--- src/hw/rtl/imhpq_ram.sv ---
// ----------------------------------------------------------------------------
// imhpq_ram: single-port RAM with registered read
// One write or one read per cycle.
// ----------------------------------------------------------------------------
`default_nettype none
module imhpq_ram #(
  parameter int unsigned Width = 8,
  parameter int unsigned Depth = 256,
  parameter int unsigned AddrBits = 8
) (
  input  wire logic                clk_i,
  input  wire logic                we_i,
  input  wire logic [AddrBits-1:0] addr_i,
  input  wire logic [Width-1:0]    wdata_i,
  output      logic [Width-1:0]    rdata_o
);
  logic [Width-1:0] mem [Depth];

  always_ff @(posedge clk_i) begin
    if (we_i) begin
      mem[addr_i] <= wdata_i;
    end
    rdata_o <= mem[addr_i];
  end
endmodule
`default_nettype wire

--- config.mk ---
export PLATFORM = sky130hd
export DESIGN_NAME = imhpq_ram
export DESIGN_NICKNAME = d
export VERILOG_FILES = /design/src/hw/rtl/imhpq_ram.sv
export SDC_FILE = /design/constraint.sdc
export NUM_CORES = 2
export LEC_CHECK = 0
export BUFFER_PORTS_ARGS = -buffer_cell sky130_fd_sc_hd__buf_2
export CAP_MARGIN = 20
export CORE_ASPECT_RATIO = 0.75
export CORE_MARGIN = 2
export CORE_UTILIZATION = 30
export DETAILED_ROUTE_END_ITERATION = 6
export GPL_TIMING_DRIVEN = 0
export PLACE_DENSITY = 0.51
export SYNTH_ARGS = -nofsm -noshare
export SYNTH_HDL_FRONTEND = slang
export SYNTH_SLANG_ARGS = --single-unit
--- constraint.sdc ---
create_clock -name clk_i -period 3.9 [get_ports clk_i]
set_input_delay 0.78 -clock clk_i [delete_from_list [all_inputs] [get_ports clk_i]]
set_output_delay 0.78 -clock clk_i [all_outputs]
set_load 0.02 [all_outputs]
# [Word-level counts from Yosys, hierarchy flattened]
# Memories as Yosys holds them, arrays and structs flattened. A register that Yosys moved wholly into a read port is not among the register bits.
# Cells that the tools add are included.
[totals] out_inout_bits=8 memories=1 mem_bits_rw=2048 register_bits=0 word_cells=3 in_bits=18
[memory_table] memory="mem" words=256 width=8 read_ports=1 rd_clocked_by_memory_dff=1 wr=1 line="17" source="logic [Width-1:0] mem [Depth];"
[classes] muxes=2
[ops] operator="1-bit two-way mux" n=2

# [Depth between registers and ports, before layout]
[logic_depth] ltp_word=2 depth_mapped=10 mapped_depth_nobuf=5

# [Worst setup path after synthesis]
# Ideal clock, no wire load.
[synth_path] path_kind="input port to flip-flop" start="input port addr_i[1]" end="memory mem[111][0], enable pin" setup_time_ns=0.370 n_path_buf=5 arrival_ns=2.629 cell_stages=9 required_ns=3.530 setup_slack_ns=0.901 cell_sequence="buf_2 > clkbuf_1 > clkbuf_1 > nand2_1 > buf_2 > nor2_1 > nand2_1 > clkbuf_1 > nor2_1"
[synth_rtl] item="start, declared" line="13" source="input wire logic [AddrBits-1:0] addr_i,"
[synth_rtl] item="end, declared" line="17"
# Straight into the memory's write port.

==> summary.log <==
INFO  critical_path  cpPeakStageDelay=0.87ns
INFO  grt            via_count_of_the_first_global_routing_pass=38800
INFO  critical_path  cp.buffers_inverters=4
INFO  synthesis      mappedNetlistArea=78500um2
INFO  routing        drt-wirelength-per-cell=31.0um
INFO  cts            clkSinkCount=2056
INFO  final_layout   layout.cells.most_common=sky130_fd_sc_hd__edfxtp_1
INFO  power          power.density=503nW/um2
INFO  final_layout   seq_area=61700um2
INFO  cts            tritoncts=yes
INFO  status         failed_checks=DRC, setup timing
INFO  timing         slew_violations=0
INFO  cts            clk_path_buf_depth=4
INFO  critical_path  critical_path_peak_fanout=10
INFO  placement      port_buf_inserts=21
INFO  final_layout   commonest_cells_after_routing_fill_and_taps_aside=sky130_fd_sc_hd__edfxtp_1 (2048), sky130_fd_sc_hd__mux4_2 (512), sky130_fd_sc_hd__a22oi_1 (248)
INFO  timing         timing.final.setup_violations=359
INFO  synthesis      synthCells=3547
INFO  critical_path  crit_slowest_cell=sky130_fd_sc_hd__o41ai_1
INFO  synthesis      netlist.area_leader.share=78.3%
INFO  cts            worstSkewPairLatency=0.86ns
INFO  synthesis      synth_top_cell_by_area=sky130_fd_sc_hd__edfxtp_1
INFO  placement      detailed_place_hpwl=151000um
INFO  grt            grt_antenna_before_repair=11
INFO  critical_path  path_cells=clkbuf_1 -> and2_1 -> buf_2 -> clkbuf_2 -> clkbuf_1 -> a22oi_1 -> a21oi_1 -> o41ai_1 -> nand4_1
INFO  final_layout   multi_input_combinational_cell_area=16500um2
INFO  routing        drt_wl_total=231000um
INFO  grt            grt_start_max_net_pins=149
INFO  cts            htree_num_levels=4
INFO  timing         final.setup_skew=0.0543ns
INFO  cts            clock_slew_at_the_register_clock_pins_of_the_worst_setup_and_hold_paths=0.06ns
INFO  timing         finalHoldViolCount=0
INFO  timing         timing.max_slew.rel_slack=20.2%
INFO  grt            globalRouteOverflowTotal=0
INFO  routing        firstDrtPassIters=7
INFO  final_layout   final_net_count=3844
INFO  grt            globalRouteMet1Util=26.1%
INFO  final_layout   post_route_cells_drive_above_1_share=28.5%
INFO  placement      dpl_cell_area=83800um2
INFO  floorplanning  fp-row-count=162
INFO  status         status=finished with violations
INFO  floorplanning  io-pin-count=26
INFO  placement      gpl_wtd_cong=0.883
INFO  synthesis      ys_seq_elements=2056
INFO  min_path       hold_path.class=in2reg
INFO  timing         rsz0062_at_grt=true
INFO  timing         max_freq=243MHz
INFO  synthesis      yosys-top-cells-area=sky130_fd_sc_hd__edfxtp_1 (78%), sky130_fd_sc_hd__mux4_2 (15%), sky130_fd_sc_hd__a22oi_1 (2.4%)
INFO  routing        drtAntennaViolNets=0
INFO  routing        detail_route.iter0.violations=5272
INFO  floorplanning  core_area=260000um2
INFO  timing         worst_slew_pin_slew=1.20ns
INFO  grt            grt.met2_usage=23.7%
INFO  routing        vias_per_cell=5.27
INFO  grt            grt.met3_usage=4.86%
INFO  floorplanning  die-area=266000um2
INFO  critical_path  critPathRequiredTime=4.47ns
INFO  critical_path  timing.critical_path.arrival=4.69ns
INFO  critical_path  setup.worst_path.class=in2reg
INFO  final_layout   layout.filler_cells=24100
INFO  cts            post_cts_setup_buffer_count=0
INFO  cts            cts.root.buffer_cell=sky130_fd_sc_hd__clkbuf_16
INFO  floorplanning  die_height=447um
INFO  timing         timing.final.ws_setup=-0.221ns
INFO  floorplanning  floorplan.die.width=595um
INFO  critical_path  cp-start-kind=input pin
INFO  power          leakage_power=26.8nW
INFO  grt            grt_use_total=17.1%
INFO  cts            cts-buffers-inserted=200
INFO  power          peakVddDrop=0.329mV
INFO  synthesis      synth.net_count=3565
INFO  grt            grt_first_pass_wirelength=316000um
INFO  routing        via_count=39100
INFO  routing        drc_errors=1
INFO  floorplanning  initial_utilization=30.2%
INFO  critical_path  critPathTopFamily=compound AO/OA/AOI/OAI gates
INFO  synthesis      synth_seq_area_share=78.6%
INFO  synthesis      synth.lib_cells_used.distinct=22
INFO  timing         layout_min_cycle_time=4.12ns
INFO  synthesis      yosysWarningCount=0
INFO  flow_run       drv_cap=0
INFO  timing         min_period_over_period=106%
INFO  final_layout   final_area=90700um2
INFO  placement      pre_cts_slack=-1.99ns
INFO  final_layout   area_growth=15.6%
INFO  grt            global_route.peak_usage_layer=met1
INFO  critical_path  timing.critical_path.mode_cell=sky130_fd_sc_hd__clkbuf_1
INFO  synthesis      postSynthAreaPerCell=22.1um2
INFO  critical_path  critical_path_endpoint_category=flip-flop
==> sequential cells by signal (all words and copies together) (netlist names) <==
signal and flops:
mem 2048, rdata_o 8
==> cells in the mapped netlist (all sizes together) <==
library cell  instances
inv                   1
dfxtp                 8
mux4                512
nand4                 8
or3                   1
nand2                28
nand3                13
edfxtp             2048
nor2b                 7
a21oi               128
nor3                 30
and2                  3
a22oi               256
or2                   2
o41ai                32
buf                  87
nor2                232
nand2b                6
clkbuf              145
==> area by class of cell <==
cell class | count | area share [%]
diodes | 9 | 0.0248
plain buffers | 232 | 1.29
clock buffers | 257 | 5.85
clock inverters | 96 | 0.870
inverters | 1 | 0.00414
multi-input cells | 1258 | 18.2
flip-flops and latches | 2056 | 68.0
well taps | 3444 | 4.75
repair buffers | 77 | 1.06
==> through the flow <==
step	power (mW)	utilization, %	hold WS, ns	instances	TNS (ns)
after CTS	45.9	34.8	0.278	7415	-9.04
after global placement	27.2	31.9	1.15	7012	-6259.84
after floorplan	25.9	-	0.819	3547	0
final	45.6	34.9	0.323	7430	-14.25
after detailed placement	27.2	32.2	1.14	7062	-2287.57
after global routing	46.8	34.9	0.301	7421	-5.79
==> report_power, final <==
group / total, mW / leakage (nW) / internal [mW] / switching, mW
sequential: 24.4 / 18.5 / 24.4 / 0.0142
combinational: 2.42 / 5.38 / 0.749 / 1.67
clock: 18.8 / 2.94 / 10.4 / 8.39
total: 45.6 / 26.8 / 35.5 / 10.1
==> cells by family after synthesis <==
kind of cell    Yosys count  synth area share, %
flops                  2056                 78.6
mux                     512                 14.7
compound gates          416                 3.62
simple gates            330                 1.73
buf+inv                 233                 1.40
==> per-layer routing <==
layer  share of wire [%]  vias to the layer above
met2                  41                     1772
met5                0.16                        -
li1                    -                    15700
met1                  46                    21400
met4                 2.6                        5
met3                  10                      350
==> path summary, 6_finish.rpt <==
| path | from | endpoint | slack (ns) | cells past startpoint |
|---|---|---|---|---|
| min reg2reg | mem[0][2] | rdata_o[2] | 1.14 | 5 |
| min | wdata_i[2] | mem[147][2] | 0.32 | 1 |
| max reg2reg | mem[236][5] | rdata_o[5] | 0.52 | 5 |
| max | addr_i[3] | rdata_o[5] | -0.22 | 9 |
==> timing repair <==
action / in CTS / in global routing
hold buffers: 0 / 0
endpoints found under the setup margin: 1368 / 345
resized for setup: 207 / 47
pin swaps: 0 / 1
Power figures use the tool's default switching activity.
